--- src/rtl/kxrf_pkg.sv ---
`timescale 1ns / 1ps
`default_nettype none
// ----------------------------------------------------------------------------
// kxrf_pkg
// shared constants and types for the keyed xor record framer
// ----------------------------------------------------------------------------
package kxrf_pkg;

   localparam int KEY_MAX_BYTES_DEF = 32;

   // record layout
   localparam int SIG_BYTES  = 8;
   localparam int HDR_BYTES  = 12;

   // register indexes on the csr port
   localparam int CSR_IDX_W = 3;
   localparam logic [CSR_IDX_W-1:0] REG_MODE       = 3'd0;
   localparam logic [CSR_IDX_W-1:0] REG_KEY_LENGTH = 3'd1;
   localparam logic [CSR_IDX_W-1:0] REG_KEY_WORD_0 = 3'd2;
   localparam logic [CSR_IDX_W-1:0] REG_KEY_WORD_1 = 3'd3;
   localparam logic [CSR_IDX_W-1:0] REG_KEY_WORD_2 = 3'd4;
   localparam logic [CSR_IDX_W-1:0] REG_KEY_WORD_3 = 3'd5;

   localparam logic MODE_ENCODE = 1'b0;
   localparam logic MODE_DECODE = 1'b1;

   // decode status codes
   localparam logic [1:0] STATUS_OK        = 2'd0;
   localparam logic [1:0] STATUS_SHORT     = 2'd1;
   localparam logic [1:0] STATUS_BAD_SIG   = 2'd2;
   localparam logic [1:0] STATUS_OVERRUN   = 2'd3;

   // emit sequence: steps 0..11 are header bytes, then data, then status
   localparam logic [3:0] STEP_HDR_FIRST = 4'd0;
   localparam logic [3:0] STEP_HDR_LAST  = 4'd11;
   localparam logic [3:0] STEP_DATA      = 4'd12;
   localparam logic [3:0] STEP_STATUS    = 4'd13;

   // record signature "KEYSTORE"
   function automatic logic [7:0] sig_byte(input logic [2:0] idx);
      logic [7:0] b;
      case (idx)
         3'd0: b = 8'h4B;
         3'd1: b = 8'h45;
         3'd2: b = 8'h59;
         3'd3: b = 8'h53;
         3'd4: b = 8'h54;
         3'd5: b = 8'h4F;
         3'd6: b = 8'h52;
         default: b = 8'h45;
      endcase
      return b;
   endfunction

   // everything one accepted transaction has to put out
   typedef struct packed {
      logic        hdr;        // encode header burst ahead of the data byte
      logic [31:0] plen;       // length copied into the header
      logic        data_vld;
      logic [7:0]  data;
      logic        data_last;
      logic        stat_vld;
      logic [1:0]  code;
   } desc_type;

endpackage
`default_nettype wire

--- src/rtl/keyed_xor_record_framer.sv ---
`timescale 1ns / 1ps
`default_nettype none
// ----------------------------------------------------------------------------
// keyed_xor_record_framer
// frames byte records with a signature and length and masks them with a key
// ----------------------------------------------------------------------------
// Encode (mode 0): the first byte of a record is preceded by the 8-byte
// signature 4B 45 59 53 54 4F 52 45 and the little-endian 32-bit
// payload_length of that transaction; every payload byte leaves XORed with a
// key of key_length bytes used cyclically, and req_tlast ends the record.
// Decode (mode 1): the signature is checked, the length is gathered, payload
// bytes up to that length leave unmasked, excess is dropped, and the last
// input gives one status transaction (tuser high, tlast high). Data goes out
// before the status, so a consumer drops the record on a nonzero status.
// Rate: one input transaction per cycle unless the output stalls, for all items
// that give at most one result; the encode record start gives 13 results, a
// decode last byte with data gives 2, and the input waits for the last one to
// load. The limit is the single result register, which moves one transaction
// a cycle. Writing mode clears the record state; configure only while idle.
// ----------------------------------------------------------------------------
module keyed_xor_record_framer #(
   parameter int KEY_MAX_BYTES = kxrf_pkg::KEY_MAX_BYTES_DEF
) (
   input  wire logic                           clock,
   input  wire logic                           reset,
   // configuration
   input  wire logic                           csr_valid,
   output logic                                csr_ready,
   input  wire logic [kxrf_pkg::CSR_IDX_W-1:0] csr_index,
   input  wire logic [63:0]                    csr_data,
   // input stream
   input  wire logic                           req_tvalid,
   output logic                                req_tready,
   input  wire logic [39:0]                    req_tdata,  // in_byte[7:0], payload_length[39:8]
   input  wire logic                           req_tlast,  // in_last
   // result stream
   output logic                                rsp_tvalid,
   input  wire logic                           rsp_tready,
   output logic [15:0]                         rsp_tdata,  // out_byte[7:0], status_code[9:8], zero
   output logic                                rsp_tuser,  // is_status
   output logic                                rsp_tlast   // out_last
);
   import kxrf_pkg::*;

   localparam int KIDX_W = (KEY_MAX_BYTES > 1) ? $clog2(KEY_MAX_BYTES) : 1;

   // configuration registers
   logic                        mode_ff;
   logic [5:0]                  key_len_ff;
   logic [KEY_MAX_BYTES*8-1:0]  key_ff;

   // record state
   logic [32:0]                 pos_ff, pos_in;
   logic [KIDX_W-1:0]           kidx_ff, kidx_in;
   logic [31:0]                 decl_ff, decl_in;
   logic                        derr_ff, derr_in;

   // pending transaction and emit pointer
   desc_type                    desc_ff, desc_in;
   logic                        desc_vld_ff, desc_vld_in;
   logic [3:0]                  step_ff, step_in;

   // result register
   logic                        rsp_vld_ff, rsp_vld_in;
   logic [7:0]                  rsp_byte_ff, rsp_byte_in;
   logic [1:0]                  rsp_code_ff, rsp_code_in;
   logic                        rsp_user_ff, rsp_user_in;
   logic                        rsp_last_ff, rsp_last_in;

   logic                        csr_wr;
   logic                        accept;
   logic                        out_load;
   logic                        step_final;

   logic [7:0]                  in_byte;
   logic                        in_last;
   logic [31:0]                 in_plen;

   // key stepping
   logic [5:0]                  eff_len;
   logic [KIDX_W:0]             kidx_inc;
   logic [KIDX_W-1:0]           kidx_next;
   logic [7:0]                  key_byte;

   logic [32:0]                 pos_sat;
   logic [32:0]                 pay_pos;
   logic [32:0]                 pay_total;
   desc_type                    new_desc;
   logic                        new_has;
   logic [3:0]                  new_step;

   assign in_byte = req_tdata[7:0];
   assign in_plen = req_tdata[39:8];
   assign in_last = req_tlast;

   assign csr_ready = 1'b1;
   assign csr_wr    = csr_valid;

   // handshakes: result register frees whenever it is empty or being taken
   assign out_load   = desc_vld_ff && (!rsp_vld_ff || rsp_tready);
   assign step_final = (step_ff == STEP_STATUS) || ((step_ff == STEP_DATA) && !desc_ff.stat_vld);
   assign req_tready = !desc_vld_ff || (out_load && step_final);
   assign accept     = req_tvalid && req_tready;

   // effective key length, clamped into 1..KEY_MAX_BYTES
   always_comb begin
      if (key_len_ff == 6'd0) begin
         eff_len = 6'd1;
      end else if (key_len_ff > 6'(KEY_MAX_BYTES)) begin
         eff_len = 6'(KEY_MAX_BYTES);
      end else begin
         eff_len = key_len_ff;
      end
   end

   assign key_byte = key_ff[kidx_ff*8 +: 8];
   assign kidx_inc = {1'b0, kidx_ff} + (KIDX_W+1)'(1);
   assign kidx_next = (7'(kidx_inc) >= 7'(eff_len)) ? '0 : kidx_inc[KIDX_W-1:0];

   assign pos_sat   = (pos_ff == '1) ? pos_ff : pos_ff + 33'd1;
   assign pay_pos   = pos_ff - 33'(HDR_BYTES);
   assign pay_total = pos_sat - 33'(HDR_BYTES);

   // per-transaction work: state update and what has to go out
   always_comb begin
      pos_in   = pos_ff;
      kidx_in  = kidx_ff;
      decl_in  = decl_ff;
      derr_in  = derr_ff;
      new_desc = '0;
      new_desc.plen = in_plen;
      new_desc.data = in_byte ^ key_byte;

      if (accept) begin
         pos_in = pos_sat;
         if (mode_ff == MODE_ENCODE) begin
            new_desc.hdr       = (pos_ff == 33'd0);
            new_desc.data_vld  = 1'b1;
            new_desc.data_last = in_last;
            kidx_in            = kidx_next;
         end else begin
            if (pos_ff < 33'(SIG_BYTES)) begin
               if (in_byte != sig_byte(pos_ff[2:0])) begin
                  derr_in = 1'b1;
               end
            end else if (pos_ff < 33'(HDR_BYTES)) begin
               // length field, little endian
               case (pos_ff[1:0])
                  2'd0:    decl_in[7:0]   = decl_ff[7:0]   | in_byte;
                  2'd1:    decl_in[15:8]  = decl_ff[15:8]  | in_byte;
                  2'd2:    decl_in[23:16] = decl_ff[23:16] | in_byte;
                  default: decl_in[31:24] = decl_ff[31:24] | in_byte;
               endcase
            end else if (!derr_ff && (pay_pos < {1'b0, decl_ff})) begin
               new_desc.data_vld = 1'b1;
               kidx_in           = kidx_next;
            end
            if (in_last) begin
               new_desc.stat_vld = 1'b1;
               if (pos_sat < 33'(HDR_BYTES)) begin
                  new_desc.code = STATUS_SHORT;
               end else if (derr_in) begin
                  new_desc.code = STATUS_BAD_SIG;
               end else if ({1'b0, decl_in} > pay_total) begin
                  new_desc.code = STATUS_OVERRUN;
               end else begin
                  new_desc.code = STATUS_OK;
               end
            end
         end
         // record ends on the last input in either mode
         if (in_last) begin
            pos_in  = '0;
            kidx_in = '0;
            decl_in = '0;
            derr_in = 1'b0;
         end
      end
   end

   assign new_has  = new_desc.hdr || new_desc.data_vld || new_desc.stat_vld;
   assign new_step = new_desc.hdr ? STEP_HDR_FIRST : (new_desc.data_vld ? STEP_DATA : STEP_STATUS);

   // pending transaction and emit pointer
   always_comb begin
      desc_in     = desc_ff;
      desc_vld_in = desc_vld_ff;
      step_in     = step_ff;
      if (out_load) begin
         if (step_final) begin
            desc_vld_in = 1'b0;
         end else if (step_ff == STEP_HDR_LAST) begin
            step_in = STEP_DATA;
         end else if (step_ff == STEP_DATA) begin
            step_in = STEP_STATUS;
         end else begin
            step_in = step_ff + 4'd1;
         end
      end
      if (accept) begin
         desc_in     = new_desc;
         desc_vld_in = new_has;
         step_in     = new_step;
      end
   end

   // result register
   always_comb begin
      rsp_vld_in  = rsp_vld_ff;
      rsp_byte_in = rsp_byte_ff;
      rsp_code_in = rsp_code_ff;
      rsp_user_in = rsp_user_ff;
      rsp_last_in = rsp_last_ff;
      if (rsp_vld_ff && rsp_tready) begin
         rsp_vld_in = 1'b0;
      end
      if (out_load) begin
         rsp_vld_in  = 1'b1;
         rsp_code_in = STATUS_OK;
         rsp_user_in = 1'b0;
         rsp_last_in = 1'b0;
         if (step_ff < 4'(SIG_BYTES)) begin
            rsp_byte_in = sig_byte(step_ff[2:0]);
         end else if (step_ff <= STEP_HDR_LAST) begin
            rsp_byte_in = desc_ff.plen[{step_ff[1:0], 3'b000} +: 8];
         end else if (step_ff == STEP_DATA) begin
            rsp_byte_in = desc_ff.data;
            rsp_last_in = desc_ff.data_last;
         end else begin
            rsp_byte_in = 8'd0;
            rsp_code_in = desc_ff.code;
            rsp_user_in = 1'b1;
            rsp_last_in = 1'b1;
         end
      end
   end

   // configuration registers
   always_ff @(posedge clock) begin
      if (reset) begin
         mode_ff    <= MODE_ENCODE;
         key_len_ff <= 6'd1;
         key_ff     <= '0;
      end else if (csr_wr) begin
         unique case (csr_index)
            REG_MODE:       mode_ff    <= csr_data[0];
            REG_KEY_LENGTH: key_len_ff <= csr_data[5:0];
            REG_KEY_WORD_0, REG_KEY_WORD_1, REG_KEY_WORD_2, REG_KEY_WORD_3: begin
               for (int j = 0; j < KEY_MAX_BYTES; j++) begin
                  if (csr_index == REG_KEY_WORD_0 + CSR_IDX_W'(j / 8)) begin
                     key_ff[j*8 +: 8] <= csr_data[(j % 8)*8 +: 8];
                  end
               end
            end
            default: ;
         endcase
      end
   end

   // record state, pending transaction and result register
   always_ff @(posedge clock) begin
      if (reset) begin
         pos_ff      <= '0;
         kidx_ff     <= '0;
         decl_ff     <= '0;
         derr_ff     <= 1'b0;
         desc_vld_ff <= 1'b0;
         step_ff     <= STEP_HDR_FIRST;
         rsp_vld_ff  <= 1'b0;
      end else begin
         if (csr_wr && (csr_index == REG_MODE)) begin
            // mode write restarts the record
            pos_ff  <= '0;
            kidx_ff <= '0;
            decl_ff <= '0;
            derr_ff <= 1'b0;
         end else begin
            pos_ff  <= pos_in;
            kidx_ff <= kidx_in;
            decl_ff <= decl_in;
            derr_ff <= derr_in;
         end
         desc_vld_ff <= desc_vld_in;
         step_ff     <= step_in;
         rsp_vld_ff  <= rsp_vld_in;
      end
   end

   // payload registers
   always_ff @(posedge clock) begin
      desc_ff     <= desc_in;
      rsp_byte_ff <= rsp_byte_in;
      rsp_code_ff <= rsp_code_in;
      rsp_user_ff <= rsp_user_in;
      rsp_last_ff <= rsp_last_in;
   end

   assign rsp_tvalid = rsp_vld_ff;
   assign rsp_tdata  = {6'd0, rsp_code_ff, rsp_byte_ff};
   assign rsp_tuser  = rsp_user_ff;
   assign rsp_tlast  = rsp_last_ff;

endmodule
`default_nettype wire

--- config.mk ---
export PLATFORM = sky130hd
export DESIGN_NAME = keyed_xor_record_framer
export DESIGN_NICKNAME = d
export VERILOG_FILES = /design/src/rtl/kxrf_pkg.sv /design/src/rtl/keyed_xor_record_framer.sv
export SDC_FILE = /design/constraint.sdc
export NUM_CORES = 1
export LEC_CHECK = 0
export ABC_AREA = 1
export BUFFER_PORTS_ARGS = -buffer_cell sky130_fd_sc_hd__buf_2
export CAP_MARGIN = 20
export CORE_MARGIN = 3
export CORE_UTILIZATION = 61
export CTS_CLUSTER_SIZE = 20
export DETAILED_ROUTE_END_ITERATION = 10
export GPL_TIMING_DRIVEN = 0
export PLACE_DENSITY = 0.8
export SYNTH_ARGS = -nofsm -noshare
export SYNTH_HDL_FRONTEND = slang
export SYNTH_SLANG_ARGS = --single-unit
export TNS_END_PERCENT = 1
--- constraint.sdc ---
create_clock -name clock -period 12.7 [get_ports clock]
set_clock_uncertainty 0.2 [all_clocks]
set_input_delay 2.54 -clock clock [delete_from_list [all_inputs] [get_ports clock]]
set_output_delay 2.54 -clock clock [all_outputs]
set_load 0.05 [all_outputs]
==> results.py, run 1 <==
metrics = {
    "logic_synthesis": {
        "avgSynthCellArea_um2": 7.139,
        "ys_warn_count": 0,
        "syn_area_um2": 21130,
        "synth_top_family_by_area": "simple AND/OR/NAND/NOR gates",
        "synthMuxAreaShare": 0,
        "yosysSeqAreaShare": 0.4017,
        "ys_types": 57,
        "synthCells": 2960,
        "yosys.area_share.simple": 0.2431,
        "synth_xor_area_frac": 0.03339,
        "synth-seq-cells": 396,
        "synth_fa_ha_area_frac": 0.05045,
        "synth_compound_area_frac": 0.1949,
    },
    "timing": {
        "slew_headroom": 0.1673,
        "finalWorstPathRequiredPeriod_ns": 6.263,
        "hold_violations": 0,
        "rsz0062_at_grt": "false",
        "worstMarginPinSlew_ns": 1.249,
        "max_freq_mhz": 159.7,
        "period_share": 0.4931,
        "finalSetupViolations": 0,
        "setup_ws_ns": 6.437,
        "slew_violations": 0,
        "tns_ns": 0,
    },
    "clock_network": {
        "clockBufferDepth": 3,
        "clock_sinks": 396,
        "clk_latency_ns": 0.59,
        "cts_tree": "built",
        "cts_made_buffers": 42,
        "root_buffer": "clkbuf_16",
        "cts_setup_buffers": 0,
        "cts_resized": 0,
        "clk_pin_slew_ns": 0.07,
        "htreeDepth": 2,
        "postCtsHoldBufs": 0,
    },
    "detailed_routing": {
        "routed_wl_mm": 82.74,
        "drtAntennaViolNets": 0,
        "vias": 22510,
        "drc": 0,
        "routedWlPerCell_um": 22.88,
        "vias_per_cell": 6.224,
        "drt_iter0_markers": 3022,
        "dr.pass1.iters": 9,
    },
    "pwr": {
        "p_total_mw": 2.944,
        "p_leak_nw": 9.545,
        "ir_drop_mv": 0.1193,
        "power_density_nw_per_um2": 124.2,
    },
    "floorplanning": {
        "die_h_um": 192.1,
        "core.rowCount": 67,
        "num_io_pins": 134,
        "core_area_um2": 33870,
        "initial_core_util": 0.6239,
        "die_x_um": 192.1,
        "die_area_um2": 36910,
    },
    "setup_path": {
        "arrival_ns": 6.49,
        "max_stage_delay_ns": 0.54,
        "critPathCaptureType": "flip-flop",
        "cpMaxStageDelayCell": "dfxtp_1",
        "worstSetupPathType": "reg2reg",
        "critPathMaxFanout": 7,
        "crit_path_frequent_cell": "nand2_1",
        "crit_required_ns": 12.93,
        "cp-start-kind": "flip-flop",
    },
    "hold_path": {
        "hp-class": "reg2reg",
    },
    "final_layout": {
        "nets": 3333,
        "layout-drive-gt1-share": 0.08904,
        "mostFrequentLayoutCell": "nor2_1",
        "syn_to_final_growth_pct": 12.21,
        "final_util": 0.7001,
        "final_cell_mix": "nor2_1, o21ai_0, nand2_1",
    },
    "global_routing": {
        "grt_use_total": 0.4384,
        "grt_max_degree": 53,
        "grt_antenna_before_repair": 2,
        "grt_pass1_wl_mm": 121.9,
        "first_global_vias": 21050,
        "overflow": 0,
    },
    "placement": {
        "place_ws_ns": 6.696,
        "place.gp.congestion": 1.066,
        "port_buffers": 126,
        "hpwlAfterDp_mm": 62.28,
    },
    "run_status": {
        "status": "finished, final reports clean",
    },
    "run": {
        "max-cap-violations": 0,
    },
}
path summary, 6_finish.rpt:
check                           startpoint          to  slack (ns)  cells after the start
worst max register to register   pos_ff[1]  desc_ff[1]        6.44                     33
worst min register to register  key_ff[98]  key_ff[98]        0.25                      2
worst min-delay path            key_ff[98]  key_ff[98]        0.25                      2
worst max-delay path             pos_ff[1]  desc_ff[1]        6.44                     33
kinds of logic (layout without fill, tap and decap cells):
| group | count (synthesis) | count (layout) |
|---|---|---|
| compound gates | 766 | 766 |
| xor+xnor | 78 | 78 |
| fa+ha+maj | 84 | 84 |
| buf+inv | 411 | 613 |
| flops | 396 | 396 |
| other cells | 2 | 8 |
| simple gates | 1223 | 1223 |
power breakdown:
| group | switching (mW) | internal [mW] |
|---|---|---|
| Sequential | 0.0298 | 1.32 |
| Clock | 0.525 | 0.707 |
| Combinational | 0.264 | 0.0952 |
cell usage after synthesis (all sizes together):
cell type	instances	area, µm²
nor2	646	2530
o21ai	464	2322
nand2	368	1439
dfxtp	340	6807
inv	224	840.8
a21oi	209	1054
clkbuf	149	559.3
nand3	144	753.2
ha	82	1026
xor2	62	565.6
edfxtp	56	1682
o221ai	43	376.6
buf	34	193.9
nor3	27	156.4
nand4	19	118.9
xnor2	16	140.1
o22ai	15	93.84
a211oi	7	52.55
nor4	7	58.81
o211ai	6	45.04
o21a	5	37.54
or2	5	31.28
a31oi	4	25.02
clkinv	4	15.01
a32oi	3	26.28
nand3b	3	22.52
a22o	2	17.52
a32o	2	20.02
and2	2	12.52
conb	2	7.510
fa	2	40.04
nor3b	2	15.01
a21boi	1	7.510
a21o	1	7.510
a22oi	1	7.510
o2111ai	1	8.760
o21bai	1	7.510
o41ai	1	8.760
sequential cells by signal (all words and copies together), names as in the netlist:
| register | cells |
|---|---|
| key_ff | 256 |
| desc_ff | 44 |
| pos_ff | 33 |
| decl_ff | 32 |
| rsp_byte_ff | 8 |
| key_len_ff | 6 |
| kidx_ff | 5 |
| step_ff | 4 |
| rsp_code_ff | 2 |
| derr_ff | 1 |
| desc_vld_ff | 1 |
| mode_ff | 1 |
| rsp_tlast | 1 |
| rsp_tuser | 1 |
| rsp_tvalid | 1 |
worst max-delay path, delay by kind of cell, from the launching register on:
family	cells	cell delay, ns
flops	1	0.54
fa+ha+maj	3	1.05
xor+xnor	1	0.17
compound gates	1	0.22
buf+inv	3	0.27
simple gates	25	3.62
area by class of cell:
cell class                 count  area [µm²]
timing repair buffer         127       650.6
clock buffer                  56        1165
tap                          448       560.5
clock inverter                19       182.7
fill                        2869       10160
inverter                     228       855.8
antenna                        1       2.502
multi-input combinational   2158       11050
buffer                       183       753.2
sequential                   396        8488
per-layer routing:
metal | track usage | share of wire | vias to the layer above
li1 | - | - | 10200
met1 | 0.5218 | 0.35 | 10200
met2 | 0.6967 | 0.44 | 1644
met3 | 0.08633 | 0.11 | 458
met4 | 0.3359 | 0.092 | 2
met5 | 0 | 0.00019 | -
through the flow:
step,hold slack (ns),instance area [µm²],cells
global route,0.2634,23710,3616
floorplan,0.2205,21150,2965
detailed placement,0.2340,22340,3539
finish,0.2453,23710,3616
CTS,0.2425,23690,3614
global placement,0.2298,22340,3539
No activity file was read; power rests on OpenSTA's default activity.
==> run 2: changes to the inputs <==
==> constraint.sdc (replaced) <==
create_clock -name clock -period 6.5 [get_ports clock]
set_clock_uncertainty 0.2 [all_clocks]
set_input_delay 1.3 -clock clock [delete_from_list [all_inputs] [get_ports clock]]
set_output_delay 1.3 -clock clock [all_outputs]
set_load 0.05 [all_outputs]
==> results.py, run 2 (synthesis results as in run 1) <==
metrics = {
    "final_layout": {
        "final_cell_mix": "nor2_1, o21ai_0, nand2_1",
        "instances_no_fill": 3616,
        "mostFrequentLayoutCell": "nor2_1",
        "reg_top3": "key_ff x256, desc_ff x44, pos_ff x33",
        "regMostFlops": "key_ff",
        "nets": 3333,
        "layout-drive-gt1-share": 0.08936,
        "final_cell_area_um2": 23720,
        "syn_to_final_growth_pct": 12.24,
        "fill_cells": 2870,
        "largest_reg_flops": 256,
    },
    "timing": {
        "max_freq_mhz": 163.3,
        "worstMarginPinSlew_ns": 1.238,
        "slew_headroom": 0.1744,
        "period_share": 0.9421,
        "setup_ws_ns": 0.3766,
        "finalWorstPathRequiredPeriod_ns": 6.123,
        "slew_violations": 0,
        "finalSetupViolations": 0,
        "hold_violations": 0,
        "rsz0062_at_grt": "false",
        "tns_ns": 0,
    },
    "pwr": {
        "p_total_mw": 5.755,
        "p_int_mw": 4.153,
        "p_leak_nw": 9.545,
        "swShare": 0.2785,
        "power_density_nw_per_um2": 242.7,
        "p_switching_mw": 1.603,
        "pwr-share-comb": 0.122,
        "seqPwrFrac": 0.459,
        "p_clk_frac": 0.419,
        "ir_drop_mv": 0.2334,
    },
    "global_routing": {
        "grt_max_degree": 53,
        "grt_antenna_before_repair": 2,
        "first_global_vias": 21050,
        "grt_pass1_wl_mm": 121.9,
        "grt_use_total": 0.4384,
        "overflow": 0,
    },
    "setup_path": {
        "arrival_ns": 6.25,
        "critPathMaxFanout": 7,
        "critPathCaptureType": "flip-flop",
        "cpMaxStageDelayCell": "dfxtp_1",
        "cp-start-kind": "flip-flop",
        "ff2ff_path_depth": 28,
        "crit_path_frequent_cell": "nand4_1",
        "timing.rr.end": "desc_ff[1]",
        "worstSetupPathType": "reg2reg",
        "crit_required_ns": 6.62,
        "max_stage_delay_ns": 0.53,
        "r2r_setup_slack_ns": 0.38,
        "r2r_start": "pos_ff[1]",
    },
    "clock_network": {
        "cts_resized": 0,
        "clock_sinks": 396,
        "cts_made_buffers": 42,
        "root_buffer": "clkbuf_16",
        "clk_pin_slew_ns": 0.07,
        "htreeDepth": 2,
        "clk_latency_ns": 0.59,
        "clockBufferDepth": 3,
        "postCtsHoldBufs": 0,
        "cts_tree": "built",
        "cts_setup_buffers": 0,
    },
    "hold_path": {
        "min_to": "key_ff[98]",
        "hp-class": "reg2reg",
        "worstHoldStart": "key_ff[98]",
        "whs_path_depth": 2,
    },
    "placement": {
        "hpwlAfterDp_mm": 62.28,
        "place.gp.congestion": 1.066,
        "dp.cells": 3539,
        "port_buffers": 126,
        "placed_area_um2": 22340,
        "place_ws_ns": 0.4993,
    },
    "floorplanning": {
        "num_io_pins": 134,
        "initial_core_util": 0.6239,
        "die_x_um": 192.1,
        "die_h_um": 192.1,
        "die_area_um2": 36910,
        "core.rowCount": 67,
        "core_area_um2": 33870,
    },
    "detailed_routing": {
        "routed_wl_mm": 82.70,
        "drtAntennaViolNets": 0,
        "dr.pass1.iters": 6,
        "vias": 22460,
        "vias_per_cell": 6.210,
        "routedWlPerCell_um": 22.87,
        "drc": 0,
        "drt_iter0_markers": 3060,
    },
    "run": {
        "max-cap-violations": 0,
    },
    "run_status": {
        "status": "finished, final reports clean",
    },
}
-- run 2: cell counts in the layout (fill, tap and decap cells not counted) --
Identical to the previous run, type by type.
-- run 2: power by group through the flow --
stage,logic (mW),clock network [mW],registers (mW)
floorplan,0.369,0,2.70
global placement,0.646,0,2.69
detailed placement,0.660,0,2.69
CTS,0.667,2.40,2.64
global route,0.741,2.49,2.65
finish,0.700,2.41,2.64
-- run 2: layout make-up --
type                            count  area [µm²]  area share
Buffer                            183       753.2     0.03176
Antenna cell                        1       2.502   0.0001055
Sequential cell                   396        8488      0.3579
Inverter                          228       855.8     0.03608
Timing Repair Buffer              127       650.6     0.02743
Multi-Input combinational cell   2158       11060      0.4663
Clock buffer                       56        1165     0.04911
Tap cell                          448       560.5     0.02363
Clock inverter                     19       182.7    0.007702
-- run 2: how the worst max path moves through the flow --
stage / to / from / cells past startpoint
finish: desc_ff[1] / pos_ff[1] / 28
global route: desc_ff[1] / pos_ff[1] / 33
CTS: desc_ff[1] / pos_ff[1] / 33
detailed placement: desc_ff[1] / pos_ff[1] / 33
global placement: desc_ff[1] / pos_ff[1] / 33
floorplan: desc_ff[1] / pos_ff[2] / 33
-- run 2: metal layers --
metal | vias up | wire (µm) | global-route usage
met5 | - | 0 | 0
met1 | 10210 | 29300 | 0.5218
met3 | 441 | 9196 | 0.08633
met4 | 0 | 7531 | 0.3359
met2 | 1603 | 36670 | 0.6967
li1 | 10200 | - | -
-- run 2: worst max-delay path, delay by kind of cell (launching register included) --
kind,cells,cell delay [ns]
fa+ha+maj,3,0.95
simple gates,19,3.19
xor+xnor,1,0.41
buf+inv,4,0.34
compound gates,1,0.22
flops,1,0.53
-- run 2: per-stage QoR --
step	hold slack [ns]	utilization
2_1_floorplan	0.2205	-
3_3_place_gp	0.2298	0.6597
3_5_place_dp	0.2340	0.6597
4_1_cts	0.2425	0.6995
5_1_grt	0.2634	0.7003
6_report	0.2453	0.7003
